**src/design/kbh_pkg.sv**
```systemverilog
package kbh_pkg;

    // field widths
    localparam int BYTE_W      = 8;
    localparam int HASH_W      = 32;
    localparam int BUCKET_W    = 16;
    localparam int GROUP_BYTES = 4;
    localparam int PEND_W      = (GROUP_BYTES - 1) * BYTE_W;
    localparam int PCNT_W      = 2;

    // bucket count after reset
    localparam logic [BUCKET_W-1:0] BUCKET_RESET = 16'd256;

    // hash queue between front and back
    localparam int QUEUE_DEPTH = 2;
    localparam int QPTR_W      = 1;
    localparam int QCNT_W      = 2;

    // one dividend bit per step over the hash word
    localparam int STEP_W      = 5;

    // input word
    typedef struct packed {
        logic [BYTE_W-1:0] key_byte;
        logic              last_byte;
        logic              no_byte;
    } in_word_t;

    // result word
    typedef struct packed {
        logic [BUCKET_W-1:0] bucket;
        logic [HASH_W-1:0]   hash_word;
    } out_word_t;

    // hash queue status
    typedef struct packed {
        logic full;
        logic empty;
    } qstat_t;

endpackage

```
**src/design/kbh_front.sv**
```systemverilog
module kbh_front (
    input  logic                       clk,
    input  logic                       rst_n,
    input  logic                       push,
    output logic                       full,
    input  kbh_pkg::in_word_t          in_word,
    input  kbh_pkg::qstat_t            q_status,
    output logic                       q_wr_en,
    output logic [kbh_pkg::HASH_W-1:0] q_wr_data
);

    logic [kbh_pkg::HASH_W-1:0] acc_reg, acc_next, acc_f;
    logic [kbh_pkg::PEND_W-1:0] pend_reg, pend_next, pend_f;
    logic [kbh_pkg::PCNT_W-1:0] pcnt_reg, pcnt_next, pcnt_f;
    logic                       folded_reg, folded_next, folded_f;
    logic [kbh_pkg::HASH_W-1:0] tail_group;
    logic [kbh_pkg::HASH_W-1:0] hash_f;
    logic                       accept;

    // a word is taken whenever the hash queue has room
    assign full   = q_status.full;
    assign accept = push && !q_status.full;

    // fold the incoming byte into the pending group or the accumulator
    always_comb
    begin
        acc_f    = acc_reg;
        pend_f   = pend_reg;
        pcnt_f   = pcnt_reg;
        folded_f = folded_reg;
        if (!in_word.no_byte)
        begin
            if (pcnt_reg == kbh_pkg::PCNT_W'(kbh_pkg::GROUP_BYTES - 1))
            begin
                acc_f    = (acc_reg >> 1) ^ {pend_reg, in_word.key_byte};
                folded_f = 1'b1;
                pend_f   = '0;
                pcnt_f   = '0;
            end
            else
            begin
                pend_f = {pend_reg[kbh_pkg::PEND_W-kbh_pkg::BYTE_W-1:0], in_word.key_byte};
                pcnt_f = pcnt_reg + 1'b1;
            end
        end
    end

    // trailing partial group, left-aligned
    always_comb
    begin
        unique case (pcnt_f)
            2'd1:    tail_group = {pend_f[7:0], 24'h0};
            2'd2:    tail_group = {pend_f[15:0], 16'h0};
            2'd3:    tail_group = {pend_f, 8'h0};
            default: tail_group = '0;
        endcase
    end

    // final hash of the key
    always_comb
    begin
        priority if (!folded_f)
            hash_f = {{(kbh_pkg::HASH_W - kbh_pkg::PEND_W){1'b0}}, pend_f};
        else if (pcnt_f != '0)
            hash_f = (acc_f >> 1) ^ tail_group;
        else
            hash_f = acc_f;
    end

    assign q_wr_en   = accept && in_word.last_byte;
    assign q_wr_data = hash_f;

    // key state update, cleared after the last byte
    always_comb
    begin
        acc_next    = acc_reg;
        pend_next   = pend_reg;
        pcnt_next   = pcnt_reg;
        folded_next = folded_reg;
        if (accept)
        begin
            if (in_word.last_byte)
            begin
                acc_next    = '0;
                pend_next   = '0;
                pcnt_next   = '0;
                folded_next = 1'b0;
            end
            else
            begin
                acc_next    = acc_f;
                pend_next   = pend_f;
                pcnt_next   = pcnt_f;
                folded_next = folded_f;
            end
        end
    end

    always_ff @(posedge clk or negedge rst_n)
    begin
        if (!rst_n)
        begin
            acc_reg    <= '0;
            pend_reg   <= '0;
            pcnt_reg   <= '0;
            folded_reg <= 1'b0;
        end
        else
        begin
            acc_reg    <= acc_next;
            pend_reg   <= pend_next;
            pcnt_reg   <= pcnt_next;
            folded_reg <= folded_next;
        end
    end

    // key state is clear after a key ends
    a_clear_after_last: assert property (@(posedge clk) disable iff (!rst_n)
        (accept && in_word.last_byte) |=>
            (pcnt_reg == '0 && !folded_reg && acc_reg == '0 && pend_reg == '0))
        else $error("key state not cleared after last byte");

    // nothing folded means the accumulator is still zero
    a_acc_zero_unfolded: assert property (@(posedge clk) disable iff (!rst_n)
        !folded_reg |-> (acc_reg == '0))
        else $error("accumulator set before first fold");

endmodule

```
**src/design/kbh_queue.sv**
```systemverilog
module kbh_queue (
    input  logic                       clk,
    input  logic                       rst_n,
    input  logic                       wr_en,
    input  logic [kbh_pkg::HASH_W-1:0] wr_data,
    input  logic                       rd_en,
    output logic [kbh_pkg::HASH_W-1:0] rd_data,
    output kbh_pkg::qstat_t            status
);

    logic [kbh_pkg::HASH_W-1:0] slot_reg [kbh_pkg::QUEUE_DEPTH];
    logic [kbh_pkg::QPTR_W-1:0] wptr_reg, wptr_next;
    logic [kbh_pkg::QPTR_W-1:0] rptr_reg, rptr_next;
    logic [kbh_pkg::QCNT_W-1:0] cnt_reg, cnt_next;
    logic                       do_wr, do_rd;

    assign status.full  = (cnt_reg == kbh_pkg::QCNT_W'(kbh_pkg::QUEUE_DEPTH));
    assign status.empty = (cnt_reg == '0);
    assign do_wr        = wr_en && !status.full;
    assign do_rd        = rd_en && !status.empty;
    assign rd_data      = slot_reg[rptr_reg];

    // pointer and fill count
    always_comb
    begin
        wptr_next = do_wr ? wptr_reg + 1'b1 : wptr_reg;
        rptr_next = do_rd ? rptr_reg + 1'b1 : rptr_reg;
        cnt_next  = cnt_reg;
        if (do_wr && !do_rd)
            cnt_next = cnt_reg + 1'b1;
        else if (do_rd && !do_wr)
            cnt_next = cnt_reg - 1'b1;
    end

    always_ff @(posedge clk or negedge rst_n)
    begin
        if (!rst_n)
        begin
            wptr_reg <= '0;
            rptr_reg <= '0;
            cnt_reg  <= '0;
        end
        else
        begin
            wptr_reg <= wptr_next;
            rptr_reg <= rptr_next;
            cnt_reg  <= cnt_next;
        end
    end

    // hash slots
    always_ff @(posedge clk)
    begin
        if (do_wr)
            slot_reg[wptr_reg] <= wr_data;
    end

    a_no_overflow: assert property (@(posedge clk) disable iff (!rst_n)
        wr_en |-> !status.full)
        else $error("hash queue written while full");

    a_cnt_bound: assert property (@(posedge clk) disable iff (!rst_n)
        cnt_reg <= kbh_pkg::QCNT_W'(kbh_pkg::QUEUE_DEPTH))
        else $error("hash queue count out of range");

endmodule

```
**src/design/kbh_back.sv**
```systemverilog
module kbh_back (
    input  logic                         clk,
    input  logic                         rst_n,
    input  logic                         cfg_wr_en,
    input  logic [kbh_pkg::BUCKET_W-1:0] cfg_wr_data,
    input  kbh_pkg::qstat_t              q_status,
    input  logic [kbh_pkg::HASH_W-1:0]   q_rd_data,
    output logic                         q_rd_en,
    output logic                         empty,
    input  logic                         pop,
    output kbh_pkg::out_word_t           out_word
);

    localparam logic [1:0] ST_IDLE = 2'd0;
    localparam logic [1:0] ST_RUN  = 2'd1;
    localparam logic [1:0] ST_HOLD = 2'd2;

    logic [1:0]                   state_reg, state_next;
    logic [kbh_pkg::STEP_W-1:0]   step_reg, step_next;
    logic [kbh_pkg::HASH_W-1:0]   dvd_reg, dvd_next;
    logic [kbh_pkg::HASH_W-1:0]   hash_reg, hash_next;
    logic [kbh_pkg::BUCKET_W-1:0] rem_reg, rem_next;
    logic [kbh_pkg::BUCKET_W-1:0] div_reg, div_next;
    logic [kbh_pkg::BUCKET_W-1:0] bcount_reg;
    logic                         ovalid_reg, ovalid_next;
    kbh_pkg::out_word_t           out_reg, out_next;
    logic [kbh_pkg::BUCKET_W:0]   trial;
    logic [kbh_pkg::BUCKET_W:0]   trial_diff;
    logic [kbh_pkg::BUCKET_W-1:0] rem_step;
    logic                         load_out;

    // bucket count register
    always_ff @(posedge clk or negedge rst_n)
    begin
        if (!rst_n)
            bcount_reg <= kbh_pkg::BUCKET_RESET;
        else if (cfg_wr_en)
            bcount_reg <= cfg_wr_data;
    end

    // one restoring remainder step
    assign trial      = {rem_reg, dvd_reg[kbh_pkg::HASH_W-1]};
    assign trial_diff = trial - {1'b0, div_reg};
    assign rem_step   = (trial >= {1'b0, div_reg}) ? trial_diff[kbh_pkg::BUCKET_W-1:0]
                                                   : trial[kbh_pkg::BUCKET_W-1:0];

    assign q_rd_en  = (state_reg == ST_IDLE) && !q_status.empty;
    assign load_out = (state_reg == ST_HOLD) && (!ovalid_reg || pop);
    assign empty    = !ovalid_reg;
    assign out_word = out_reg;

    // remainder sequencer
    always_comb
    begin
        state_next = state_reg;
        step_next  = step_reg;
        dvd_next   = dvd_reg;
        hash_next  = hash_reg;
        rem_next   = rem_reg;
        div_next   = div_reg;
        unique case (state_reg)
            ST_IDLE:
            begin
                if (!q_status.empty)
                begin
                    hash_next  = q_rd_data;
                    dvd_next   = q_rd_data;
                    div_next   = bcount_reg;
                    rem_next   = '0;
                    step_next  = '0;
                    state_next = ST_RUN;
                end
            end
            ST_RUN:
            begin
                rem_next  = rem_step;
                dvd_next  = {dvd_reg[kbh_pkg::HASH_W-2:0], 1'b0};
                step_next = step_reg + 1'b1;
                if (step_reg == '1)
                    state_next = ST_HOLD;
            end
            ST_HOLD:
            begin
                if (load_out)
                    state_next = ST_IDLE;
            end
            default:
            begin
                state_next = ST_IDLE;
            end
        endcase
    end

    // output register
    always_comb
    begin
        out_next    = out_reg;
        ovalid_next = ovalid_reg;
        if (load_out)
        begin
            out_next.bucket    = (div_reg == '0) ? '0 : rem_reg;
            out_next.hash_word = hash_reg;
            ovalid_next        = 1'b1;
        end
        else if (pop)
        begin
            ovalid_next = 1'b0;
        end
    end

    always_ff @(posedge clk or negedge rst_n)
    begin
        if (!rst_n)
        begin
            state_reg  <= ST_IDLE;
            step_reg   <= '0;
            ovalid_reg <= 1'b0;
        end
        else
        begin
            state_reg  <= state_next;
            step_reg   <= step_next;
            ovalid_reg <= ovalid_next;
        end
    end

    always_ff @(posedge clk)
    begin
        dvd_reg  <= dvd_next;
        hash_reg <= hash_next;
        rem_reg  <= rem_next;
        div_reg  <= div_next;
        out_reg  <= out_next;
    end

    // finished remainder is below the divisor
    a_rem_range: assert property (@(posedge clk) disable iff (!rst_n)
        (state_reg == ST_HOLD && div_reg != '0) |-> (rem_reg < div_reg))
        else $error("remainder not reduced below bucket count");

    // the step loop runs to its end
    a_run_continues: assert property (@(posedge clk) disable iff (!rst_n)
        (state_reg == ST_RUN && step_reg != '1) |=> (state_reg == ST_RUN))
        else $error("remainder loop left early");

endmodule

```
**src/design/key_bucket_hash.sv**
```systemverilog
// Key hash and bucket index. Key bytes are pushed one word per cycle while full is low, first
// byte first, with last_byte on the final word (no_byte with last_byte ends the key without
// a byte; an empty key gives hash 0 and bucket 0). The front folds each byte in the cycle it
// is taken; on the last word the 32-bit hash enters a two-entry queue. The back pulls one
// hash at a time and reduces it modulo bucket_count with a one-bit-per-cycle remainder
// loop. full rises while the queue holds two hashes. bucket_count is sampled when a hash
// leaves the queue; a bucket count of zero gives bucket 0.
module key_bucket_hash (
    input  logic                         clk,
    input  logic                         rst_n,
    input  logic                         push,
    output logic                         full,
    input  kbh_pkg::in_word_t            in_word,
    output logic                         empty,
    input  logic                         pop,
    output kbh_pkg::out_word_t           out_word,
    input  logic                         cfg_wr_en,
    input  logic [kbh_pkg::BUCKET_W-1:0] cfg_wr_data
);

    kbh_pkg::qstat_t            q_status;
    logic                       q_wr_en;
    logic [kbh_pkg::HASH_W-1:0] q_wr_data;
    logic                       q_rd_en;
    logic [kbh_pkg::HASH_W-1:0] q_rd_data;

    // byte folding front
    kbh_front u_front (
        .clk       (clk),
        .rst_n     (rst_n),
        .push      (push),
        .full      (full),
        .in_word   (in_word),
        .q_status  (q_status),
        .q_wr_en   (q_wr_en),
        .q_wr_data (q_wr_data)
    );

    // hash queue
    kbh_queue u_queue (
        .clk     (clk),
        .rst_n   (rst_n),
        .wr_en   (q_wr_en),
        .wr_data (q_wr_data),
        .rd_en   (q_rd_en),
        .rd_data (q_rd_data),
        .status  (q_status)
    );

    // bucket reduction back
    kbh_back u_back (
        .clk         (clk),
        .rst_n       (rst_n),
        .cfg_wr_en   (cfg_wr_en),
        .cfg_wr_data (cfg_wr_data),
        .q_status    (q_status),
        .q_rd_data   (q_rd_data),
        .q_rd_en     (q_rd_en),
        .empty       (empty),
        .pop         (pop),
        .out_word    (out_word)
    );

endmodule

```
**config.mk**
```make
export PLATFORM = sky130hd
export DESIGN_NAME = key_bucket_hash
export DESIGN_NICKNAME = d
export VERILOG_FILES = /design/src/design/kbh_pkg.sv /design/src/design/kbh_front.sv /design/src/design/kbh_queue.sv /design/src/design/kbh_back.sv /design/src/design/key_bucket_hash.sv
export SDC_FILE = /design/constraint.sdc
export NUM_CORES = 1
export LEC_CHECK = 0
export BUFFER_PORTS_ARGS = -buffer_cell sky130_fd_sc_hd__buf_2
export CAP_MARGIN = 20
export CORE_ASPECT_RATIO = 2
export CORE_MARGIN = 2
export CORE_UTILIZATION = 55
export CTS_CLUSTER_DIAMETER = 80
export CTS_CLUSTER_SIZE = 10
export DETAILED_ROUTE_END_ITERATION = 10
export PLACE_DENSITY = 0.69
export SLEW_MARGIN = 20
export SYNTH_ARGS = -nofsm -noshare
export SYNTH_HDL_FRONTEND = slang
export SYNTH_SLANG_ARGS = --single-unit
```
**constraint.sdc**
```tcl
create_clock -name clk -period 6.8 [get_ports clk]
set_clock_uncertainty 0.2 [all_clocks]
set_input_delay 0.68 -clock clk [delete_from_list [all_inputs] [get_ports clk]]
set_output_delay 0.68 -clock clk [all_outputs]
set_load 0.05 [all_outputs]
```
==> metrics.cfg, run 1 <==
[outcome]
status=finished clean

[cts]
cts_buffer_depth=3
numCtsBuffers=35
cts_root_buf=clkbuf_16
cts_tree=built
cts_sinks=295
clk_latency_ps=520
htreeDepth=2
cts.repair.resized=0
clk_pin_slew_ps=60

[route]
drt_iter0_markers=630
drt_wl_total_mm=32.0
wl_per_cell_um=19.9
vias=9220
ant_nets=0
viasPerCell=5.74
route.detailed.drc=0
dr.pass1.iters=5

[timing]
final_max_slew_viol_count=0
max_freq_mhz=292
setup_violations=0
post-route-min-period_ps=3430
finalCritPeriodShare_pct=50.4
setup-tns-final_ps=0
maxSlewHeadroom_pct=27.5
rsz0062_at_grt=false
tightest_slew_ps=1090
hold_viol=0

[die]
start_util_pct=55.5
std_cell_rows=82
chipWidth_um=116
core_mm2=0.0249
die_area_mm2=0.0265
num_io_pins=81
die_h_um=228

[synthesis]
ys_types=62
syn_inst=1182
synth_seq_area_share_pct=60.9
syn_nets=1234
synthFlopType=edfxtp_1
syn_area_mm2=0.0138
yosys_warnings=0
synth_seq_cells=295
syn_avg_cell_area_um2=11.7
synthArstFlopShare_pct=29.5
synth_edf_count=208

[min_path]
hold_path_end=u_back.bcount_reg[2]
hp-class=input pin to flop
hold_path_depth=2
hp-start=cfg_wr_data[2]

[worst_setup_path]
regToRegEndpoint=u_queue.slot_reg[1][23]
crit_fanout=59
cp-start-kind=input pin
slowest_delay_ps=740
cp_data_required_time_ps=6940
rr_worst_depth=8
cp_cell_sequence=buf_2 -> nand2b_4 -> mux2i_4 -> xnor2_1 -> mux4_2 -> a311o_1 -> o21ai_1
cp-end-kind=flop
timing.rr.start=u_front.pcnt_reg[0]
slowest_stage=nand2b_4
rrSetupSlack_ps=3380
critPathKind=input pin to flop
crit_start=in_word[0]
cp.arrival_ps=3570

[cells_and_area]
drive_gt1_share_pct=16.4
fillCellCount=2007
syn2layout_area_growth_pct=12.1
num-nets-final=1299
n_antenna_cell=0
final_area_mm2=0.0155
largest_register_ffs=64

[pwr]
p_clk_share_pct=26.2
p_sw_mw=2.23
power_leakage_nw=5.93
power.share.sequential_pct=41.8
sw_frac_of_total_pct=34.4
vdd_drop_max_uv=265
powerDensity_mw_per_mm2=418
combPwrFrac_pct=32.0
internal_power_mw=4.25

[global_route]
grt_overflow=0
grt_pass1_wl_mm=49.9
grt_pass1_vias=9329
grt_usage_pct=24.7
grt_antenna_before_repair=0
grt_max_degree=65

[placement]
placed_cell_area_mm2=0.0145
gp_congestion=0.901
hpwlAfterDp_mm=22.0
io_buffers=80

[run]
drv_cap=0

Yosys cell counts (11+ instances only):
master	count	area share, %
ha_1	20	1.8
dfrtp_1	86	16
mux2i_1	39	2.8
xnor2_1	41	2.6
inv_1	28	0.76
nand2_1	96	2.6
edfxtp_1	208	45
a22oi_1	29	1.6
nand3_1	11	0.40
mux2_2	49	4.0
a211oi_1	20	1.1
nor3_1	14	0.51
nor2_1	178	4.8
clkbuf_1	39	1.1
buf_2	14	0.51
o21ai_0	94	3.4
xor2_1	35	2.2
and2_1	19	0.86
a21oi_1	64	2.3
metal layers:
metal	wire length (um)	vias up	GRT usage [%]	share of wire (%)
met5	0	-	0	0
met4	2150	0	15.1	6.7
met3	1150	103	3.56	3.6
met2	17500	267	45.1	55
met1	11200	4467	25.9	35
li1	-	4383	-	-
power by group through the flow:
stage / clock network [mW] / logic (mW) / registers [mW]
floorplan: 0 / 1.59 / 2.65
global placement: 0 / 2.02 / 2.73
detailed placement: 0 / 2.05 / 2.74
CTS: 1.73 / 2.07 / 2.70
global route: 1.80 / 2.29 / 2.74
finish: 1.70 / 2.07 / 2.71
layout make-up:
class	count	area, um^2	share of cell area [%]
inverter	28	106	0.686
multi-input combinational	793	5030	32.4
clock inverter	1	7.51	0.0484
tap	336	420	2.71
timing repair buffer	94	508	3.28
clock buffer	60	1010	6.53
sequential	295	8420	54.3
layout by cell type, fill, tap and decap left out, drive strengths merged, types with 11 or more instances in the layout:
cell type	count
a21oi	66
a211oi	21
nor3	14
xor2	35
nand2	96
nor2	181
buf	93
edfxtp	208
clkbuf	60
o21ai	100
nand3	11
dfrtp	86
xnor2	41
mux2	49
inv	27
and2	19
mux2i	40
a22oi	31
ha	20
nand2b	11
how the worst max path moves through the flow:
stage | to | slack (ps) | cells past startpoint
finish | u_queue.slot_reg[1][22] | 3370 | 7
global route | u_queue.slot_reg[0][21] | 3220 | 8
CTS | u_queue.slot_reg[1][19] | 3400 | 8
detailed placement | u_queue.slot_reg[0][23] | 2840 | 5
global placement | u_queue.slot_reg[0][23] | 2910 | 5
floorplan | u_back.out_word[0] | 3180 | 2
worst max-delay path: cells and delay by family:
| kind | cells | cell delay, ps |
|---|---|---|
| mux | 2 | 900 |
| simple gates | 1 | 740 |
| buf+inv | 1 | 660 |
| compound gates | 2 | 440 |
| xor+xnor | 1 | 100 |
logic make-up (layout without fill, tap and decap cells):
| kind of cell | Yosys count | after routing | synth area share, % |
|---|---|---|---|
| flip-flops | 295 | 295 | 60.9 |
| AND/OR/NAND/NOR | 351 | 351 | 10.9 |
| multiplexers | 91 | 91 | 7.30 |
| buffers and inverters | 94 | 183 | 3.00 |
| adder cells (fa/ha/maj) | 21 | 21 | 1.95 |
| AO/OA/AOI/OAI | 254 | 254 | 11.1 |
| XOR/XNOR | 76 | 76 | 4.81 |
metrics by stage:
stage / hold WS (ps) / setup WS, ps / power (mW) / std cells / util [%]
CTS: 174 / 3400 / 6.51 / 1606 / 62.2
global route: 178 / 3220 / 6.84 / 1607 / 62.2
detailed placement: 205 / 2840 / 4.79 / 1544 / 58.0
global placement: 202 / 2910 / 4.75 / 1544 / 58.0
finish: 192 / 3370 / 6.48 / 1607 / 62.2
floorplan: 184 / 3180 / 4.24 / 1182 / -
repair_timing:
item | in CTS | in global routing
hold endpoints to repair | 22 | 0
setup endpoints to repair | 0 | 0
buffers inserted | 0 | 0
hold buffers | 1 | 0
(Power assumes the default switching activity.)
==> run 2: changes to the inputs <==
--- a/config.mk
+++ b/config.mk
@@ -13,7 +13,7 @@
 export CTS_CLUSTER_DIAMETER = 80
 export CTS_CLUSTER_SIZE = 10
 export DETAILED_ROUTE_END_ITERATION = 10
-export PLACE_DENSITY = 0.69
+export PLACE_DENSITY = 0.72
 export SLEW_MARGIN = 20
 export SYNTH_ARGS = -nofsm -noshare
 export SYNTH_HDL_FRONTEND = slang
==> constraint.sdc (replaced) <==
create_clock -name clk -period 3.1 [get_ports clk]
set_clock_uncertainty 0.2 [all_clocks]
set_input_delay 0.31 -clock clk [delete_from_list [all_inputs] [get_ports clk]]
set_output_delay 0.31 -clock clk [all_outputs]
set_load 0.05 [all_outputs]
==> metrics.cfg, run 2 (same netlist as run 1, synthesis figures left out) <==
[outcome]
status=finished clean

[pwr]
power_leakage_nw=6.20  ; +4.7%
powerDensity_mw_per_mm2=908  ; +120%
power_mw=14.6  ; +120%
vdd_drop_max_uv=530  ; +100%

[cells_and_area]
layout_commonest_cell=edfxtp_1
n_antenna_cell=0  ; unchanged
largest_register_ffs=64  ; unchanged
drive_gt1_share_pct=18.8  ; +2.4 points
num-nets-final=1358  ; +4.5%
syn2layout_area_growth_pct=16.1
mostFrequentLayoutCells=edfxtp_1 (208), nor2_1 (176), nand2_1 (95)

[timing]
setup_violations=0  ; unchanged
tightest_slew_ps=839  ; -246 ps
maxSlewHeadroom_pct=44.1  ; +17 points
max_freq_mhz=345
timing.hold.ws_ps=54.1  ; -138 ps
hold_viol=0  ; unchanged
rsz0062_at_grt=false
setup-tns-final_ps=0  ; unchanged
finalCritPeriodShare_pct=93.6
post-route-min-period_ps=2900
final_max_slew_viol_count=0  ; unchanged
fin_ws_ps=200  ; -3170 ps

[cts]
numCtsBuffers=35  ; unchanged
htreeDepth=2  ; unchanged
clk_latency_ps=510  ; about the same
cts_root_buf=clkbuf_16
cts_tree=built
cts_sinks=295  ; unchanged
clk_pin_slew_ps=60  ; about the same
cts_buffer_depth=3  ; unchanged

[die]
die_area_mm2=0.0265  ; unchanged
num_io_pins=81  ; unchanged
start_util_pct=55.5  ; unchanged
die_h_um=228  ; unchanged
core_mm2=0.0249  ; unchanged
std_cell_rows=82  ; unchanged
chipWidth_um=116  ; unchanged

[global_route]
grt_antenna_before_repair=0  ; unchanged
grt_pass1_vias=10100  ; +7.8%
grt_max_degree=51  ; -22%
grt_usage_pct=27.0  ; +2.3 points
grt_pass1_wl_mm=54.2  ; +8.7%
grt_overflow=0  ; unchanged

[worst_setup_path]
cp-start-kind=flop
crit_fanout=4  ; -93%
crit_top_cell=a21oi_1
critical_path.top_delay_family=compound AO/OA/AOI/OAI gates
cp_data_required_time_ps=3240  ; -3700 ps
slowest_stage=or4_1
cp_cell_sequence=inv_1 -> ha_1 -> inv_1 -> fa_1 -> a21oi_1 -> o21ai_0 -> a21oi_1 -> nor4bb_1 -> or4_1 -> a21oi_1
critPathKind=flop to flop
rr_worst_depth=10  ; +2
slowest_delay_ps=470  ; -270 ps
worst-path-stages=10  ; +3
cp-end-kind=flop
cp.arrival_ps=3040  ; -530 ps
path_buf_inv=2  ; +1

[route]
viasPerCell=5.82  ; +1.4%
m1WireLength_mm=11.7  ; +4.4%
highest_layer=met4
met3_length_mm=1.40  ; +21%
route.detailed.drc=0  ; unchanged
wl_per_cell_um=20.9  ; +5.1%
drt_iter0_markers=753  ; +20%
ant_nets=0  ; unchanged
vias=9702  ; +5.2%
dr.pass1.iters=5  ; unchanged
drt_wl_total_mm=34.9  ; +9.0%
wl_met2_mm=18.8  ; +7.7%

[min_path]
hp-class=input pin to flop
hold_path_depth=2  ; unchanged

[placement]
gp_congestion=0.934  ; +3.7%
io_buffers=80  ; unchanged
pre_cts_slack_ps=205  ; -2630 ps
hpwlAfterDp_mm=24.6  ; +12%

[run]
drv_cap=0  ; unchanged

[run 2: what timing repair did]
| action | in CTS | in global routing |
|---|---|---|
| setup buffers | 0 | 0 |
| hold buffers | 18 | 0 |
| resized for setup | 0 | 1 |
| hold endpoints to repair | 49 | 0 |
| endpoints found under the setup margin | 0 | 1 |
[run 2: final cells by class]
type,count,area (um^2)
clock inverter,1,7.51
timing repair buffer,153,1030
clock buffer,61,1020
tap,336,420
sequential,295,8420
multi-input combinational,793,5040
fill,1904,8870
inverter,28,113
[run 2: per-stage QoR]
stage | util, % | cells | cell area [um^2]
floorplan | - | 1182 | 13900
global placement | 59.5 | 1587 | 14800
detailed placement | 59.5 | 1587 | 14800
CTS | 64.4 | 1667 | 16000
global route | 64.4 | 1667 | 16100
finish | 64.4 | 1667 | 16100
[run 2: final timing paths]
path / from / endpoint / slack [ps]
worst max-delay path: u_back.dvd_reg[31] / u_back.rem_reg[14] / 200
worst min-delay path: in_word[1] / u_front.pend_reg[19] / 50
worst max register to register: u_back.dvd_reg[31] / u_back.rem_reg[14] / 200
worst min register to register: u_back.hash_reg[0] / u_back.out_word[0] / 210
max in group asynchronous: rst_n / u_front.pend_reg[16] / 1770
min in group asynchronous: rst_n / u_front.pend_reg[19] / 120
[run 2: routing by layer]
layer  GRT usage (%)  vias up
met1            27.1     4712
met3            3.59      153
met4            21.1        0
li1                -     4490
met2            48.4      347
met5               0        -
[run 2: report_power, final]
part / total (mW) / leakage (nW) / switching (mW) / internal (mW)
combinational: 4.92 / 2.61 / 3.04 / 1.88
sequential: 5.94 / 3.11 / 0.491 / 5.45
clock: 3.72 / 0.484 / 1.51 / 2.21
